## src/rtl/core/clw_pkg.sv

```systemverilog
`default_nettype none

package clw_pkg;

  // Display geometry and controller command bytes.
  localparam logic [7:0] LINE_LEN  = 8'd16;
  localparam logic [7:0] WRAP_CMD  = 8'hC0;
  localparam logic [7:0] CLEAR_CMD = 8'h01;
  localparam logic [7:0] HOME_CMD  = 8'h80;
  localparam logic [7:0] ADDR_CMD  = 8'h80;
  localparam logic [7:0] LINE2_BIT = 8'h40;
  localparam logic [7:0] CYR_FIRST = 8'hC0;

  // Bar graph glyph for a completely filled cell.
  localparam logic [7:0] FULL_CELL = 8'd5;
  // floor(q * 205 / 1024) equals floor(q / 5) for every 10-bit q.
  localparam logic [7:0] RECIP_5   = 8'd205;

  // Operation codes carried in the kind field.
  localparam logic [1:0] KIND_PUT   = 2'd0;
  localparam logic [1:0] KIND_GOTO  = 2'd1;
  localparam logic [1:0] KIND_CLEAR = 2'd2;
  localparam logic [1:0] KIND_BAR   = 2'd3;

  // Cyrillic letters of the code page (0xC0 to 0xFF) mapped to the controller's font.
  localparam logic [7:0] CYR_MAP [64] = '{
    8'h41, 8'hA0, 8'h42, 8'hA1, 8'hE0, 8'h45, 8'hA3, 8'hA4,
    8'hA5, 8'hA6, 8'h4B, 8'hA7, 8'h4D, 8'h48, 8'h4F, 8'hA8,
    8'h50, 8'h43, 8'h54, 8'hA9, 8'hAA, 8'h58, 8'hE1, 8'hAB,
    8'hAC, 8'hE2, 8'hAD, 8'hAE, 8'h62, 8'hAF, 8'hB0, 8'hB1,
    8'h61, 8'hB2, 8'hB3, 8'hB4, 8'hE3, 8'h65, 8'hB6, 8'hB7,
    8'hB8, 8'hB9, 8'hBA, 8'hBB, 8'hBC, 8'hBD, 8'h6F, 8'hBE,
    8'h70, 8'h63, 8'hBF, 8'h79, 8'hE4, 8'h78, 8'hE5, 8'hC0,
    8'hC1, 8'hE6, 8'hC2, 8'hC3, 8'hC4, 8'hC5, 8'hC6, 8'hC7
  };

  typedef struct packed {
    logic [1:0] kind;
    logic [7:0] char_code;
    logic [4:0] column;
    logic [1:0] row;
    logic [6:0] bar_percent;
    logic [4:0] bar_cells;
  } op_t;

  typedef struct packed {
    logic       is_data;
    logic [7:0] write_byte;
    logic       last;
  } wr_t;

  // Microcode fields.
  typedef enum logic [1:0] {EMIT_NONE, EMIT_ALWAYS, EMIT_IF_WRAP} emit_t;
  typedef enum logic [2:0] {SRC_WRAP, SRC_CHAR, SRC_GOTO, SRC_CLEAR, SRC_HOME,
                            SRC_CELL} src_t;
  typedef enum logic [1:0] {LAST_NO, LAST_YES, LAST_BAR} last_t;
  typedef enum logic [1:0] {CUR_HOLD, CUR_INC, CUR_GOTO, CUR_ZERO} cur_t;
  typedef enum logic [2:0] {DP_NONE, DP_LOAD, DP_MUL, DP_DIV, DP_CELL} dp_t;
  typedef enum logic [2:0] {SEQ_NEXT, SEQ_JUMP, SEQ_DISPATCH, SEQ_IF_EMPTY,
                            SEQ_BAR} seq_t;

  typedef logic [3:0] step_t;

  // Program addresses.
  localparam step_t STEP_FETCH   = 4'd0;
  localparam step_t STEP_PC_WRAP = 4'd1;
  localparam step_t STEP_PC_DATA = 4'd2;
  localparam step_t STEP_GOTO    = 4'd3;
  localparam step_t STEP_CLEAR   = 4'd4;
  localparam step_t STEP_HOME    = 4'd5;
  localparam step_t STEP_BMUL    = 4'd6;
  localparam step_t STEP_BDIV    = 4'd7;
  localparam step_t STEP_BWRAP   = 4'd8;
  localparam step_t STEP_BCELL   = 4'd9;

  typedef struct packed {
    emit_t emit;
    src_t  src;
    logic  is_data;
    last_t last;
    cur_t  cur;
    dp_t   dp;
    seq_t  seq;
    step_t target;
  } ucode_t;

  // Control from the sequencer to the datapath.
  typedef struct packed {
    ucode_t uc;
    logic   fire;
  } ctl_t;

  // Status from the datapath to the sequencer.
  typedef struct packed {
    logic wrap;
    logic empty;
    logic bar_last;
    logic out_free;
  } sts_t;

  // Control store: one word per program step.
  function automatic ucode_t ucode_rom(input step_t s);
    ucode_t w;
    unique case (s)
      STEP_FETCH:   w = '{EMIT_NONE, SRC_WRAP, 1'b0, LAST_NO, CUR_HOLD, DP_LOAD,
                          SEQ_DISPATCH, STEP_FETCH};
      STEP_PC_WRAP: w = '{EMIT_IF_WRAP, SRC_WRAP, 1'b0, LAST_NO, CUR_HOLD, DP_NONE,
                          SEQ_NEXT, STEP_FETCH};
      STEP_PC_DATA: w = '{EMIT_ALWAYS, SRC_CHAR, 1'b1, LAST_YES, CUR_INC, DP_NONE,
                          SEQ_JUMP, STEP_FETCH};
      STEP_GOTO:    w = '{EMIT_ALWAYS, SRC_GOTO, 1'b0, LAST_YES, CUR_GOTO, DP_NONE,
                          SEQ_JUMP, STEP_FETCH};
      STEP_CLEAR:   w = '{EMIT_ALWAYS, SRC_CLEAR, 1'b0, LAST_NO, CUR_HOLD, DP_NONE,
                          SEQ_NEXT, STEP_FETCH};
      STEP_HOME:    w = '{EMIT_ALWAYS, SRC_HOME, 1'b0, LAST_YES, CUR_ZERO, DP_NONE,
                          SEQ_JUMP, STEP_FETCH};
      STEP_BMUL:    w = '{EMIT_NONE, SRC_WRAP, 1'b0, LAST_NO, CUR_HOLD, DP_MUL,
                          SEQ_IF_EMPTY, STEP_FETCH};
      STEP_BDIV:    w = '{EMIT_NONE, SRC_WRAP, 1'b0, LAST_NO, CUR_HOLD, DP_DIV,
                          SEQ_NEXT, STEP_FETCH};
      STEP_BWRAP:   w = '{EMIT_IF_WRAP, SRC_WRAP, 1'b0, LAST_NO, CUR_HOLD, DP_NONE,
                          SEQ_NEXT, STEP_FETCH};
      STEP_BCELL:   w = '{EMIT_ALWAYS, SRC_CELL, 1'b1, LAST_BAR, CUR_INC, DP_CELL,
                          SEQ_BAR, STEP_BWRAP};
      default:      w = '{EMIT_NONE, SRC_WRAP, 1'b0, LAST_NO, CUR_HOLD, DP_NONE,
                          SEQ_JUMP, STEP_FETCH};
    endcase
    return w;
  endfunction

endpackage

`default_nettype wire

```

## src/rtl/core/clw_seq.sv

```systemverilog
`default_nettype none

module clw_seq (
  input  wire logic          clk,
  input  wire logic          rst,
  input  wire logic          op_valid,
  input  wire logic [1:0]    kind,
  input  wire clw_pkg::sts_t sts,
  output clw_pkg::ctl_t      ctl,
  output logic               op_stall
);

  clw_pkg::step_t  step;
  clw_pkg::step_t  step_next;
  clw_pkg::step_t  branch;
  clw_pkg::step_t  dispatch;
  clw_pkg::ucode_t uc;
  logic            need_out;
  logic            go;

  // Fetch the control word of the current step.
  assign uc = clw_pkg::ucode_rom(step);

  // A step that writes waits for room in the output register; the fetch step
  // waits for an operation.
  assign need_out = (uc.emit == clw_pkg::EMIT_ALWAYS) ||
                    ((uc.emit == clw_pkg::EMIT_IF_WRAP) && sts.wrap);
  assign go = (uc.seq == clw_pkg::SEQ_DISPATCH) ? op_valid
                                                 : (!need_out || sts.out_free);

  assign ctl.uc   = uc;
  assign ctl.fire = go;
  assign op_stall = (step != clw_pkg::STEP_FETCH);

  // Entry point of each operation's routine.
  always_comb begin
    unique case (kind)
      clw_pkg::KIND_PUT:   dispatch = clw_pkg::STEP_PC_WRAP;
      clw_pkg::KIND_GOTO:  dispatch = clw_pkg::STEP_GOTO;
      clw_pkg::KIND_CLEAR: dispatch = clw_pkg::STEP_CLEAR;
      clw_pkg::KIND_BAR:   dispatch = clw_pkg::STEP_BMUL;
      default:             dispatch = clw_pkg::STEP_FETCH;
    endcase
  end

  // Sequencing: fall through, jump, dispatch or conditional branch.
  always_comb begin
    unique case (uc.seq)
      clw_pkg::SEQ_NEXT:     branch = step + 4'd1;
      clw_pkg::SEQ_JUMP:     branch = uc.target;
      clw_pkg::SEQ_DISPATCH: branch = dispatch;
      clw_pkg::SEQ_IF_EMPTY: branch = sts.empty ? uc.target : step + 4'd1;
      clw_pkg::SEQ_BAR:      branch = sts.bar_last ? clw_pkg::STEP_FETCH : uc.target;
      default:               branch = clw_pkg::STEP_FETCH;
    endcase
    step_next = go ? branch : step;
  end

  always_ff @(posedge clk) begin
    if (rst) begin
      step <= clw_pkg::STEP_FETCH;
    end else begin
      step <= step_next;
    end
  end

endmodule

`default_nettype wire

```

## src/rtl/core/clw_dp.sv

```systemverilog
`default_nettype none

module clw_dp (
  input  wire logic          clk,
  input  wire logic          rst,
  input  wire clw_pkg::op_t  op,
  input  wire clw_pkg::ctl_t ctl,
  output clw_pkg::sts_t      sts,
  output logic               wr_valid,
  output clw_pkg::wr_t       wr,
  input  wire logic          wr_stall
);

  clw_pkg::op_t fld;
  logic [7:0]   cursor;
  logic [11:0]  prod;
  logic [7:0]   cell_v;
  logic [4:0]   cells_left;

  logic [7:0]   row_m1;
  logic [7:0]   col_m1;
  logic [7:0]   goto_byte;
  logic [7:0]   goto_pos;
  logic [7:0]   char_byte;
  logic [7:0]   cell_byte;
  logic [9:0]   quarter;
  logic [17:0]  quo_full;
  logic [7:0]   out_byte;
  logic         out_last;
  logic         emit_now;
  logic         out_free;
  logic         bar_last;

  // Status toward the sequencer.
  assign out_free = !wr_valid || !wr_stall;
  assign bar_last = (cell_v <= clw_pkg::FULL_CELL) || (cells_left == 5'd1);
  assign sts.wrap     = (cursor == clw_pkg::LINE_LEN);
  assign sts.empty    = (fld.bar_cells == 5'd0);
  assign sts.bar_last = bar_last;
  assign sts.out_free = out_free;

  assign emit_now = ctl.fire &&
                    ((ctl.uc.emit == clw_pkg::EMIT_ALWAYS) ||
                     ((ctl.uc.emit == clw_pkg::EMIT_IF_WRAP) && sts.wrap));

  // Set-address command and new position for go to, all modulo 256.
  assign row_m1    = {6'd0, fld.row} - 8'd1;
  assign col_m1    = {3'd0, fld.column} - 8'd1;
  assign goto_byte = clw_pkg::ADDR_CMD | col_m1 |
                     ((row_m1 != 8'd0) ? clw_pkg::LINE2_BIT : 8'd0);
  assign goto_pos  = 8'(row_m1 * clw_pkg::LINE_LEN) + col_m1;

  // Character decode through the Cyrillic table.
  assign char_byte = (fld.char_code >= clw_pkg::CYR_FIRST) ?
                     clw_pkg::CYR_MAP[fld.char_code[5:0]] : fld.char_code;

  // Bar graph glyph for the current cell.
  assign cell_byte = (cell_v > clw_pkg::FULL_CELL) ? clw_pkg::FULL_CELL : cell_v;

  // Divide the registered product by 20: drop two bits, then scale by 1/5.
  assign quarter  = prod[11:2];
  assign quo_full = 18'(quarter) * 18'(clw_pkg::RECIP_5);

  // Byte source selection.
  always_comb begin
    unique case (ctl.uc.src)
      clw_pkg::SRC_WRAP:  out_byte = clw_pkg::WRAP_CMD;
      clw_pkg::SRC_CHAR:  out_byte = char_byte;
      clw_pkg::SRC_GOTO:  out_byte = goto_byte;
      clw_pkg::SRC_CLEAR: out_byte = clw_pkg::CLEAR_CMD;
      clw_pkg::SRC_HOME:  out_byte = clw_pkg::HOME_CMD;
      clw_pkg::SRC_CELL:  out_byte = cell_byte;
      default:            out_byte = clw_pkg::WRAP_CMD;
    endcase
  end

  // Final-write marker.
  always_comb begin
    unique case (ctl.uc.last)
      clw_pkg::LAST_NO:  out_last = 1'b0;
      clw_pkg::LAST_YES: out_last = 1'b1;
      clw_pkg::LAST_BAR: out_last = bar_last;
      default:           out_last = 1'b0;
    endcase
  end

  // Cursor and output register control.
  always_ff @(posedge clk) begin
    if (rst) begin
      cursor   <= 8'd0;
      wr_valid <= 1'b0;
    end else begin
      if (ctl.fire) begin
        unique case (ctl.uc.cur)
          clw_pkg::CUR_HOLD: cursor <= cursor;
          clw_pkg::CUR_INC:  cursor <= cursor + 8'd1;
          clw_pkg::CUR_GOTO: cursor <= goto_pos;
          clw_pkg::CUR_ZERO: cursor <= 8'd0;
          default:           cursor <= cursor;
        endcase
      end
      if (emit_now) begin
        wr_valid <= 1'b1;
      end else if (!wr_stall) begin
        wr_valid <= 1'b0;
      end
    end
  end

  // Operation fields, bar graph working registers and the output payload.
  always_ff @(posedge clk) begin
    if (ctl.fire) begin
      unique case (ctl.uc.dp)
        clw_pkg::DP_NONE: ;
        clw_pkg::DP_LOAD: fld <= op;
        clw_pkg::DP_MUL: begin
          prod       <= 12'(fld.bar_percent) * 12'(fld.bar_cells);
          cells_left <= fld.bar_cells;
        end
        clw_pkg::DP_DIV:  cell_v <= quo_full[17:10];
        clw_pkg::DP_CELL: begin
          cell_v     <= cell_v - clw_pkg::FULL_CELL;
          cells_left <= cells_left - 5'd1;
        end
        default: ;
      endcase
    end
    if (emit_now) begin
      wr.is_data    <= ctl.uc.is_data;
      wr.write_byte <= out_byte;
      wr.last       <= out_last;
    end
  end

endmodule

`default_nettype wire

```

## src/rtl/core/char_lcd_text_writer.sv

```systemverilog
// Flow: an operation runs one routine, and op_stall holds off the next until it is back
// at fetch. Put character writes the second-line command on a wrap, then the character;
// go to writes a set-address command; clear writes clear, then home; a bar graph writes
// each cell after any wrap; a write step waits while the output is stalled.
// Reset: synchronous and active high; clears the cursor position to zero, empties the
// output register and returns the sequencer to its fetch step.
`default_nettype none

module char_lcd_text_writer (
  input  wire logic         clk,
  input  wire logic         rst,
  input  wire logic         op_valid,
  output logic              op_stall,
  input  wire clw_pkg::op_t op,
  output logic              wr_valid,
  input  wire logic         wr_stall,
  output clw_pkg::wr_t      wr
);

  clw_pkg::ctl_t ctl;
  clw_pkg::sts_t sts;

  // Microprogram sequencer.
  clw_seq u_seq (
    .clk      (clk),
    .rst      (rst),
    .op_valid (op_valid),
    .kind     (op.kind),
    .sts      (sts),
    .ctl      (ctl),
    .op_stall (op_stall)
  );

  // Datapath with cursor, bar graph arithmetic and output register.
  clw_dp u_dp (
    .clk      (clk),
    .rst      (rst),
    .op       (op),
    .ctl      (ctl),
    .sts      (sts),
    .wr_valid (wr_valid),
    .wr       (wr),
    .wr_stall (wr_stall)
  );

  // An operation transfer always starts a routine, so the next cycle is busy.
  a_busy_after_accept: assert property (@(posedge clk) disable iff (rst)
    (op_valid && !op_stall) |=> op_stall)
    else $error("sequencer did not leave fetch after an operation transfer");

  // Back at fetch, any write still held must be the last of its operation.
  a_idle_holds_last: assert property (@(posedge clk) disable iff (rst)
    (wr_valid && !op_stall) |-> wr.last)
    else $error("sequencer returned to fetch before the final write");

  // Command writes are set-address, clear or second-line commands only.
  a_cmd_byte: assert property (@(posedge clk) disable iff (rst)
    (wr_valid && !wr.is_data) |-> (wr.write_byte[7] || (wr.write_byte == 8'h01)))
    else $error("unexpected command byte");

endmodule

`default_nettype wire
```

## config.mk

```make
export PLATFORM = sky130hd
export DESIGN_NAME = char_lcd_text_writer
export DESIGN_NICKNAME = d
export VERILOG_FILES = /design/src/rtl/core/clw_pkg.sv /design/src/rtl/core/clw_seq.sv /design/src/rtl/core/clw_dp.sv /design/src/rtl/core/char_lcd_text_writer.sv
export SDC_FILE = /design/constraint.sdc
export NUM_CORES = 1
export LEC_CHECK = 0
export BUFFER_PORTS_ARGS = -buffer_cell sky130_fd_sc_hd__buf_2
export CAP_MARGIN = 40
export CORE_MARGIN = 8
export CORE_UTILIZATION = 50
export CTS_CLUSTER_DIAMETER = 40
export DETAILED_ROUTE_END_ITERATION = 6
export PLACE_DENSITY_LB_ADDON = 0.1
export SYNTH_ARGS = -nofsm -noshare
export SYNTH_HDL_FRONTEND = slang
export SYNTH_HIERARCHICAL = 1
export SYNTH_SLANG_ARGS = --single-unit
```

## constraint.sdc

```tcl
create_clock -name clk -period 9.6 [get_ports clk]
set_input_delay 0.48 -clock clk [delete_from_list [all_inputs] [get_ports clk]]
set_output_delay 0.48 -clock clk [all_outputs]
set_load 0.005 [all_outputs]
```

# Word level (Yosys, flattened, before mapping)
# Memories as Yosys holds them, arrays and structs flattened. A register that Yosys moved wholly into a read port is not among the register bits.
# Cells that the tools add are included.
# totals
register_bits,75
mem_bits_ro,784
word_cells,99
n_memories,2
# classes
addsub,7
multipliers,2
n_lt_le_gt_ge,4
n_eq_ne,26
mux,19
bitwise,3
n_reduce_logical,22
# memory_table
memory,depth,word_bits,rd,rd_clocked_by_memory_dff,write_ports,line,rtl
(no name shown),64,8,1,0,0,clw_dp.sv:55,clw_pkg::CYR_MAP[fld.char_code[5:0]] : fld.char_code;
(no name shown),16,17,1,1,0,clw_pkg.sv:104,unique case (s)
# op_table
op,n
$pmux 8 s5,1
$mux 8,4
$pmux 8 s3,1
$pmux 4 s5,1
$eq 3x2->1 const B,6
$mul 10x8->18 const B,1
$mux 4,4
$pmux 4 s4,1
$pmux 8 s2,1
$eq 2x2->1 const B,6
$eq 3x3->1 const B,4
$mul 7x5->12,1
$pmux 5 s2,1
$reduce_and 2->1,5
$eq 3x1->1 const B,3
$add 8x1->8 const B,1
$add 8x8->8,1
$eq 2x1->1 const B,4
$eq 8x5->1 const B,1
$ge 8x8->1 const B,1
$gt 8x3->1 const B,1
$le 8x3->1 const B,1
$or 8x8->8,1
$reduce_bool 8->1,1
other kinds (21),31

# Logic depth before layout (Yosys ltp)
# Gate-level depths: netlist of the first run.
# depth
depth_word,8
depth_mapped,15

# Hierarchy
# Netlist of the first run, hierarchy kept.
# modules_own_cells
mod,instances,cells_per_inst,area_per_inst_um2,seq_area_each_um2
clw_dp,1,696,6558.8,1981.9
clw_seq,1,109,1044.8,360.3

# Worst setup path after synthesis of the first run
# Ideal clock, no wire load.
# synth_path
path_type,register to register
from,register u_dp.cursor[0]
to,register u_dp/fld[0] (netlist bit) (enable)
setup_ns,0.489
t_arrival_ns,4.493
required_time_ns,9.111
path_slack_ns,4.618
stages_incl_launch_ff,12
path_buffers,1
synth_period_minus_slack_ns,4.982
path_cell_list,dfxtp_1 -> inv_1 -> ha_1 -> nor4b_1 -> and4_1 -> nand3b_4 -> a21o_1 -> mux2i_4 -> inv_1 -> buf_4 -> inv_1 -> nor4b_1
# synth_lines
element,line,rtl
from (decl),clw_dp.sv:15,logic [7:0] cursor;
from (signal assigned),clw_dp.sv:95,clw_pkg::CUR_HOLD: cursor <= cursor;
from (signal assigned),clw_dp.sv:96,clw_pkg::CUR_INC: cursor <= cursor + 8'd1;
from (signal assigned),clw_dp.sv:97,clw_pkg::CUR_GOTO: cursor <= goto_pos;
to (signal assigned),clw_dp.sv:115,clw_pkg::DP_LOAD: fld <= op;
to (decl),clw_dp.sv:14,clw_pkg::op_t fld;

# Final worst setup path of the first run
# layout_path
from,register u_dp.prod[4]
to,register u_dp.cell_v[6] (data pin)
# layout_via
elab_chain_len,2
# layout_rtl
element,line,rtl
from (decl),clw_dp.sv:16,logic [11:0] prod;
from (signal assigned),clw_dp.sv:117,prod <= 12'(fld.bar_percent) * 12'(fld.bar_cells);
$mul 10x8->18,clw_dp.sv:62,assign quo_full = 18'(quarter) * 18'(clw_pkg::RECIP_5);
$pmux 8 s2,clw_dp.sv:113,unique case (ctl.uc.dp)
to (signal assigned),clw_dp.sv:120,clw_pkg::DP_DIV: cell_v <= quo_full[17:10];
to (signal assigned),clw_dp.sv:122,cell_v <= cell_v - clw_pkg::FULL_CELL;
to (decl),clw_dp.sv:17,logic [7:0] cell_v;
# No other way between the ends.
# A chain may end at the register's enable or synchronous reset.

==> results of run 1 <==
-- critical path, cell delays in order (launching register included) --
cell      delay, ps
edfxtp_1        450
ha_1            360
inv_1            70
fa_1            490
inv_1            50
fa_1            520
inv_1            50
fa_1            530
inv_1            40
ha_1            330
a21oi_1         220
o21ai_0         190
a221o_1         340
a21o_1          160
xnor2_1         140
o21ai_0          90
-- metrics by stage --
stage          hold slack [ps]  utilization (%)
3_5_place_dp             398.3            52.93
3_3_place_gp             390.8            52.83
4_1_cts                  295.2            54.81
5_1_grt                  290.7            54.81
6_report                 309.8            54.81
2_1_floorplan            385.5                -
-- state kept, by name, indices dropped and copies added (netlist names) --
| register | flops |
|---|---|
| u_dp/fld | 27 |
| u_dp/cursor | 8 |
| u_dp/wr | 10 |
| u_seq/uc | 14 |
| u_dp/prod | 10 |
| u_dp/cell_v | 8 |
| u_dp/wr_valid | 1 |
| u_seq/step | 4 |
| u_dp/cells_left | 5 |
-- metal layers --
layer | vias to the layer above | track usage, % | share of wire [%]
met3 | 13 | 2.616 | 3.6
met5 | - | 0 | 0
met4 | 0 | 4.275 | 0.98
met2 | 99 | 27.21 | 47
li1 | 2869 | - | -
met1 | 2719 | 22.16 | 49
-- power by group --
group / internal, mW / switching (mW) / leakage [nW]
clock network: 0.178 / 0.150 / 0.143
registers: 0.589 / 0.147 / 0.783
logic: 0.692 / 0.886 / 2.83
total: 1.46 / 1.18 / 3.75
-- cell type report --
| cell class | instances | area share (%) |
|---|---|---|
| Inverter | 110 | 5.030 |
| Multi-Input combinational cell | 574 | 56.91 |
| Sequential cell | 87 | 28.53 |
| Tap cell | 188 | 2.865 |
| Timing Repair Buffer | 49 | 3.231 |
| Clock inverter | 7 | 0.6859 |
| Clock buffer | 9 | 2.743 |
-- path summary, 6_finish.rpt --
kind	cells after the start	from	slack, ps	to
worst max register to register	15	u_dp/prod[4]	5310	u_dp/cell_v[6]
worst min register to register	0	u_seq/uc[14]	410	u_dp/wr[9]
worst max-delay path	15	u_dp/prod[4]	5310	u_dp/cell_v[6]
worst min-delay path	1	op[17]	310	u_dp/fld[17]
-- cell usage in the layout (no fill, tap or decap), types with 14 or more instances in the layout --
cell type	count
nand3_1	25
nand2_1	60
nor2_1	46
xnor2_1	20
xor2_1	14
a21o_1	15
inv_1	109
fa_1	32
a21oi_1	45
dfxtp_1	27
buf_2	44
and2_1	28
o21ai_0	35
edfxtp_1	60
ha_1	97
==> impl_metrics.json, run 1 <==
{
  "cts_setup_buffers": 0,
  "stdcell_count": 1024,
  "routed_wl_um": 15600,
  "routedWlPerCell_um": 15.23,
  "ctsResizeCount": 0,
  "setup_viol": 0,
  "synth_area_um2": 7570,
  "fin_area_um2": 8209,
  "postCtsHoldBufs": 0,
  "final-seq-area_um2": 2342,
  "worstPathArrival_ps": 4370,
  "maxSlewViolCount": 0,
  "cap_violations": 0,
  "num_vias": 5700,
  "drc": 0,
  "place_area_um2": 7928,
  "cts_buffers": 9,
  "drt_first_pass_iters": 6,
  "clockBufferDepth": 2,
  "status": "finished clean",
  "path_clk_slew_ps": 70,
  "startpoint_type": "flip-flop",
  "multi_input_area_um2": 4672,
  "track_usage_pct": 16.53,
  "pin_count": 45,
  "cts_num_sinks": 87,
  "gp_congestion": 0.8826,
  "grt_max_degree": 33,
  "hp-class": "in -> reg",
  "portBuffers": 44,
  "drt_iter0_drc": 412,
  "die_area_um2": 19330,
  "cp_max_fo": 4,
  "core_um2": 14980,
  "crit_path_end_kind": "flip-flop",
  "p_total_mw": 2.643,
  "dpl.hpwl_um": 12430,
  "layout.nets": 993,
  "worst_pin_slew_ps": 892.6,
  "fin_ws_ps": 5313,
  "grt.overflow.total": 0,
  "area_growth_pct": 8.446,
  "num_antenna_cells": 0,
  "final.setup.tns_ps": 0,
  "chipWidth_um": 139.0,
  "pre_cts_slack_ps": 5320,
  "vias_per_cell": 5.566,
  "rows": 45,
  "power-per-cell-area_nw_per_um2": 322.0,
  "synth_nets": 962,
  "initial_core_util_pct": 50.54,
  "ys_warn_count": 6,
  "fin_skew_ps": 9.198,
  "syn_area_per_cell_um2": 9.462,
  "ir_drop_v": 0.0001830,
  "antenna_found_initial": 0,
  "relSlewSlack_pct": 39.74,
  "criticalPathCategory": "reg -> reg",
  "dp_cells": 1008,
  "insertion_delay_ps": 340,
  "worstPathRequired_ps": 9680,
  "fin_crit_sh_pct": 44.66,
  "fill_cells": 1347,
  "grt_pass1_vias": 5633,
  "rsz0062_at_grt": "false",
  "die_h_um": 139.0,
  "timing.fmax_mhz": 233.2,
  "root_buffer": "clkbuf_16",
  "fin_crit_ps": 4287,
  "netlist_instances": 800,
  "grt_pass1_wl_um": 26810,
  "htreeDepth": 3,
  "finalHoldViolCount": 0,
  "power_leakage_nw": 3.752,
  "cts_tree": "built",
  "drive_gt1_share_pct": 10.29,
  "postRouteAntennaNets": 0
}
(Power assumes the default switching activity.)
==> run 2: changes to the inputs <==
--- a/config.mk
+++ b/config.mk
@@ -5,6 +5,7 @@
 export SDC_FILE = /design/constraint.sdc
 export NUM_CORES = 1
 export LEC_CHECK = 0
+export ABC_AREA = 1
 export BUFFER_PORTS_ARGS = -buffer_cell sky130_fd_sc_hd__buf_2
 export CAP_MARGIN = 40
 export CORE_MARGIN = 8
==> constraint.sdc (replaced) <==
create_clock -name clk -period 4.15 [get_ports clk]
set_input_delay 0.2075 -clock clk [delete_from_list [all_inputs] [get_ports clk]]
set_output_delay 0.2075 -clock clk [all_outputs]
set_load 0.005 [all_outputs]
==> run 2 against run 1 <==
Sequential share of layout area is 0.96 points lower. Synthesized area rose by 3.7%. Die area is 3.2% higher. Combinational power increased by 140%. Clock skew is essentially flat. Register-to-register slack worse by 5000 ps. Global-route usage is 0.35 points higher. Via count rose by 11%. Clock power is 140% higher. First-iteration DRC count shrank 9.7%. Wire length up 4.9%. Worst setup slack worse by 5000 ps. Highest routed layer unchanged.
==> impl_metrics.json, run 2 <==
{
  "status": "finished clean",
  "cts_num_sinks": 87,
  "dpl.hpwl_um": 13270,
  "die_area_um2": 19960,
  "routed_wl_um": 16360,
  "final.setup.tns_ps": 0,
  "gp_congestion": 0.9222,
  "portBuffers": 44,
  "syn_area_per_cell_um2": 7.862,
  "drive_gt1_share_pct": 10.10,
  "layout.nets": 1197,
  "root_buffer": "clkbuf_16",
  "relSlewSlack_pct": 41.48,
  "criticalPathCategory": "reg -> reg",
  "utilization_pct": 55.67,
  "track_usage_pct": 16.89,
  "fin_crit_sh_pct": 92.13,
  "worst_pin_slew_ps": 874.6,
  "cts_buffers": 9,
  "rsz0062_at_grt": "false",
  "hp-class": "in -> reg",
  "num_vias": 6305,
  "chipWidth_um": 141.3,
  "cts_setup_buffers": 0,
  "ir_drop_v": 0.0004423,
  "grt_pass1_wl_um": 27490,
  "startpoint_type": "flip-flop",
  "pin_count": 45,
  "hold_ws_ps": 34.03,
  "core_um2": 15260,
  "dp_cells": 1235,
  "worst_path_largest_cell_delay_ps": 540,
  "power_leakage_nw": 4.445,
  "antenna_found_initial": 0,
  "fin_skew_ps": 9.310,
  "path_clk_slew_ps": 70,
  "ys_warn_count": 6,
  "drt_first_pass_iters": 5,
  "top_register": "u_dp/fld",
  "pre_cts_slack_ps": 338.9,
  "maxSlewViolCount": 0,
  "cpMostUsedCell": "nand2_1",
  "area_growth_pct": 8.260,
  "routedWlPerCell_um": 13.08,
  "crit_path_top_delay_cell": "fa_1",
  "cts_tree": "built",
  "mostFrequentLayoutCell": "nand2_1",
  "grt.overflow.total": 0,
  "worstPathRequired_ps": 4250,
  "grt_max_degree": 24,
  "power-per-cell-area_nw_per_um2": 737.2,
  "finalHoldViolCount": 0,
  "postRouteAntennaNets": 0,
  "critical_path.cell_chain": "ha_1, xor2_1, ha_1, fa_1, inv_1, fa_1, inv_1, ha_1, nand2_1, inv_1, a21oi_1, nand2_1, nand2_1, nand2_1, nand2_1, nand2_1, nand2_1, nand2_1",
  "clockBufferDepth": 2,
  "fill_cells": 1458,
  "fin_ws_ps": 326.4,
  "crit_buf_inv": 3,
  "cap_violations": 0,
  "die_h_um": 141.3,
  "initial_core_util_pct": 51.42,
  "vias_per_cell": 5.040,
  "netlist_instances": 998,
  "fin_area_um2": 8494,
  "place_area_um2": 8200,
  "largest_register_ffs": 27,
  "fin_crit_ps": 3824,
  "stdcell_count": 1251,
  "cp_max_fo": 3,
  "cp_top_family": "adder cells",
  "insertion_delay_ps": 350,
  "timing.fmax_mhz": 261.5,
  "drt_iter0_drc": 372,
  "htreeDepth": 3,
  "rows": 45,
  "postCtsHoldBufs": 0,
  "final_cell_mix": "nand2_1 (249), inv_1 (181), ha_1 (97)",
  "grt_pass1_vias": 5818,
  "worstPathArrival_ps": 3930,
  "drc": 0,
  "num_antenna_cells": 0,
  "crit_path_end_kind": "flip-flop",
  "setup_viol": 0,
  "synth_area_um2": 7846,
  "p_total_mw": 6.262,
  "ctsResizeCount": 0,
  "synth_nets": 1160
}
## run 2: changes by cell type in the layout (fill, tap and decap cells not counted), sizes merged, moves of 6 or more
cell	change
nand2	+195
inv	+84
nand3	+57
and2	-29
nand4	+17
a21o	-15
xnor2	-11
mux2i	-8
nor2	+8
nand2b	-7
a21oi	+6
and3	-6
nand3b	-6
nor2b	-6
## run 2: layer usage
| layer | GRT usage (%) | routed length, µm | share of wire, % |
|---|---|---|---|
| met5 | 0 | 0 | 0 |
| met4 | 6.109 | 272 | 1.7 |
| met3 | 2.214 | 605 | 3.7 |
| met2 | 26.28 | 7228 | 44 |
| met1 | 23.57 | 8250 | 50 |
## run 2: area by class of cell
class | count | area [µm²] | area share, %
Timing Repair Buffer | 48 | 250.2 | 2.946
Inverter | 196 | 743.2 | 8.749
Tap cell | 211 | 264.0 | 3.108
Sequential cell | 87 | 2342 | 27.57
Clock inverter | 5 | 40.04 | 0.4714
Multi-Input combinational cell | 693 | 4601 | 54.16
Clock buffer | 11 | 254.0 | 2.990
## run 2: report_power, final
part,internal (mW),total [mW],switching (mW)
Sequential,1.38,1.66,0.283
Clock,0.448,0.796,0.348
Combinational,1.43,3.81,2.38
## run 2: path summary, 6_finish.rpt
check / from / end / slack (ps) / cells after the start
max: u_dp/prod[3] / u_dp/cell_v[1] / 330 / 18
min: op[18] / u_dp/fld[18] / 30 / 1
max reg2reg: u_dp/prod[3] / u_dp/cell_v[1] / 330 / 18
min reg2reg: u_seq/uc[14] / u_dp/wr[9] / 410 / 0
==> run 3: changes to the inputs <==
--- a/config.mk
+++ b/config.mk
@@ -12,6 +12,7 @@
 export CORE_UTILIZATION = 50
 export CTS_CLUSTER_DIAMETER = 40
 export DETAILED_ROUTE_END_ITERATION = 6
+export MAX_ROUTING_LAYER = met4
 export PLACE_DENSITY_LB_ADDON = 0.1
 export SYNTH_ARGS = -nofsm -noshare
 export SYNTH_HDL_FRONTEND = slang
==> run 3 against run 2 <==
Via count decreased by 0.95%. Sequential cell count unchanged. Final area decreased by 0.16%. Combinational power about the same. Global-route usage increased by 0.56 points. Die area unchanged.
==> impl_metrics.json, run 3 (same netlist as run 2, synthesis figures left out) <==
{
  "pre_cts_slack_ps": 337.6,
  "whs_path_depth": 1,
  "fin_crit_sh_pct": 91.89,
  "worst_pin_slew_ps": 882.2,
  "grt_pass1_vias": 6031,
  "finalHoldViolCount": 0,
  "core_um2": 15260,
  "num_vias": 6245,
  "grt.overflow.total": 0,
  "gp_congestion": 0.9357,
  "critical_path.cell_chain": "ha_1, inv_1, fa_1, inv_1, fa_1, inv_1, fa_1, inv_1, ha_1, nand2_1, inv_1, nand2_1, nand2_1, a21oi_1, nand3_1, nand3_1, nand2_1",
  "ir_drop_v": 0.0004882,
  "cap_violations": 0,
  "worstPathRequired_ps": 4260,
  "top_register": "u_dp/fld",
  "status": "finished clean",
  "num_antenna_cells": 0,
  "postCtsHoldBufs": 0,
  "postRouteAntennaNets": 0,
  "dpl.hpwl_um": 13230,
  "fin_ws_ps": 336.4,
  "crit_path_top_delay_cell": "fa_1",
  "cts_num_sinks": 87,
  "vias_per_cell": 5.000,
  "crit_path_end_kind": "flip-flop",
  "setup_viol": 0,
  "portBuffers": 44,
  "htreeDepth": 3,
  "root_buffer": "clkbuf_16",
  "rsz0062_at_grt": "false",
  "pin_count": 45,
  "maxSlewViolCount": 0,
  "timing.fmax_mhz": 262.2,
  "grt_pass1_wl_um": 27750,
  "power-per-cell-area_nw_per_um2": 739.0,
  "chipWidth_um": 141.3,
  "cp_top_family": "adder cells",
  "power_leakage_nw": 4.430,
  "die_area_um2": 19960,
  "multi_input_area_um2": 4601,
  "startpoint_type": "flip-flop",
  "criticalPathCategory": "reg -> reg",
  "p_total_mw": 6.267,
  "fill_cells": 1468,
  "initial_core_util_pct": 51.42,
  "ctsResizeCount": 0,
  "worstPathArrival_ps": 3920,
  "cts_setup_buffers": 0,
  "relSlewSlack_pct": 41.18,
  "crit_cells": 17,
  "grt_max_degree": 24,
  "drt_first_pass_iters": 5,
  "mostFrequentLayoutCell": "nand2_1",
  "insertion_delay_ps": 340,
  "fin_crit_ps": 3814,
  "drt_iter0_drc": 413,
  "hp-class": "in -> reg",
  "final.setup.tns_ps": 0,
  "final-seq-area_um2": 2342,
  "drc": 0,
  "area_growth_pct": 8.085,
  "final_cell_mix": "nand2_1 (249), inv_1 (181), ha_1 (97)",
  "largest_register_ffs": 27,
  "crit_buf_inv": 5,
  "cpMostUsedCell": "inv_1",
  "clockBufferDepth": 2,
  "worst_path_largest_cell_delay_ps": 530,
  "rows": 45,
  "track_usage_pct": 17.45,
  "routed_wl_um": 16270,
  "r2r_slack_ps": 340,
  "layout.nets": 1195,
  "cts_tree": "built",
  "path_clk_slew_ps": 70,
  "die_h_um": 141.3,
  "antenna_found_initial": 0,
  "cts_buffers": 9,
  "drive_gt1_share_pct": 9.923,
  "routedWlPerCell_um": 13.02,
  "cp_max_fo": 5,
  "fin_skew_ps": 11.42,
  "r2r_cells": 17
}
==> run 3: changes by cell type in the layout (fill, tap and decap cells not counted), sizes merged <==
cell      previous run  this run
buf                 48        46
clkinvlp             0         1
inv                197       196
==> run 3: layer usage <==
metal	global-route usage [%]	wire length, µm	share of wire, %	vias up
li1	-	-	-	3279
met1	23.47	8244	51	2823
met2	27.04	7244	45	133
met3	2.952	649	4.0	10
met4	4.072	130	0.80	0
met5	-	0	0	-
==> run 3: per-stage QoR <==
step,util [%],cells,instance area [µm²],hold slack (ps)
2_1_floorplan,-,998,7846,269.9
3_3_place_gp,53.64,1233,8185,383.4
3_5_place_dp,53.64,1233,8185,385.6
4_1_cts,55.58,1249,8481,20.28
5_1_grt,55.58,1249,8481,19.87
6_report,55.58,1249,8481,34.97
==> run 3: report_power, final <==
| group | internal, mW | leakage [nW] | switching (mW) | total (mW) |
|---|---|---|---|---|
| Clock | 0.448 | 0.143 | 0.349 | 0.797 |
| Sequential | 1.38 | 0.782 | 0.283 | 1.66 |
| Combinational | 1.44 | 3.51 | 2.38 | 3.81 |
| Total | 3.26 | 4.43 | 3.01 | 6.27 |
==> run 3: final timing paths <==
| path | startpoint | to |
|---|---|---|
| max reg2reg | u_dp/prod[10] | u_dp/cell_v[6] |
| min | op[21] | u_dp/fld[21] |
| max | u_dp/prod[10] | u_dp/cell_v[6] |
| min reg2reg | u_seq/uc[14] | u_dp/wr[9] |
==> run 3: final cells by class <==
| type | instances | share of cell area, % |
|---|---|---|
| well taps | 211 | 3.113 |
| multi-input cells | 693 | 54.25 |
| clock inverters | 5 | 0.4869 |
| repair buffers | 46 | 2.774 |
| clock buffers | 11 | 2.995 |
| flip-flops and latches | 87 | 27.62 |
| inverters | 196 | 8.764 |
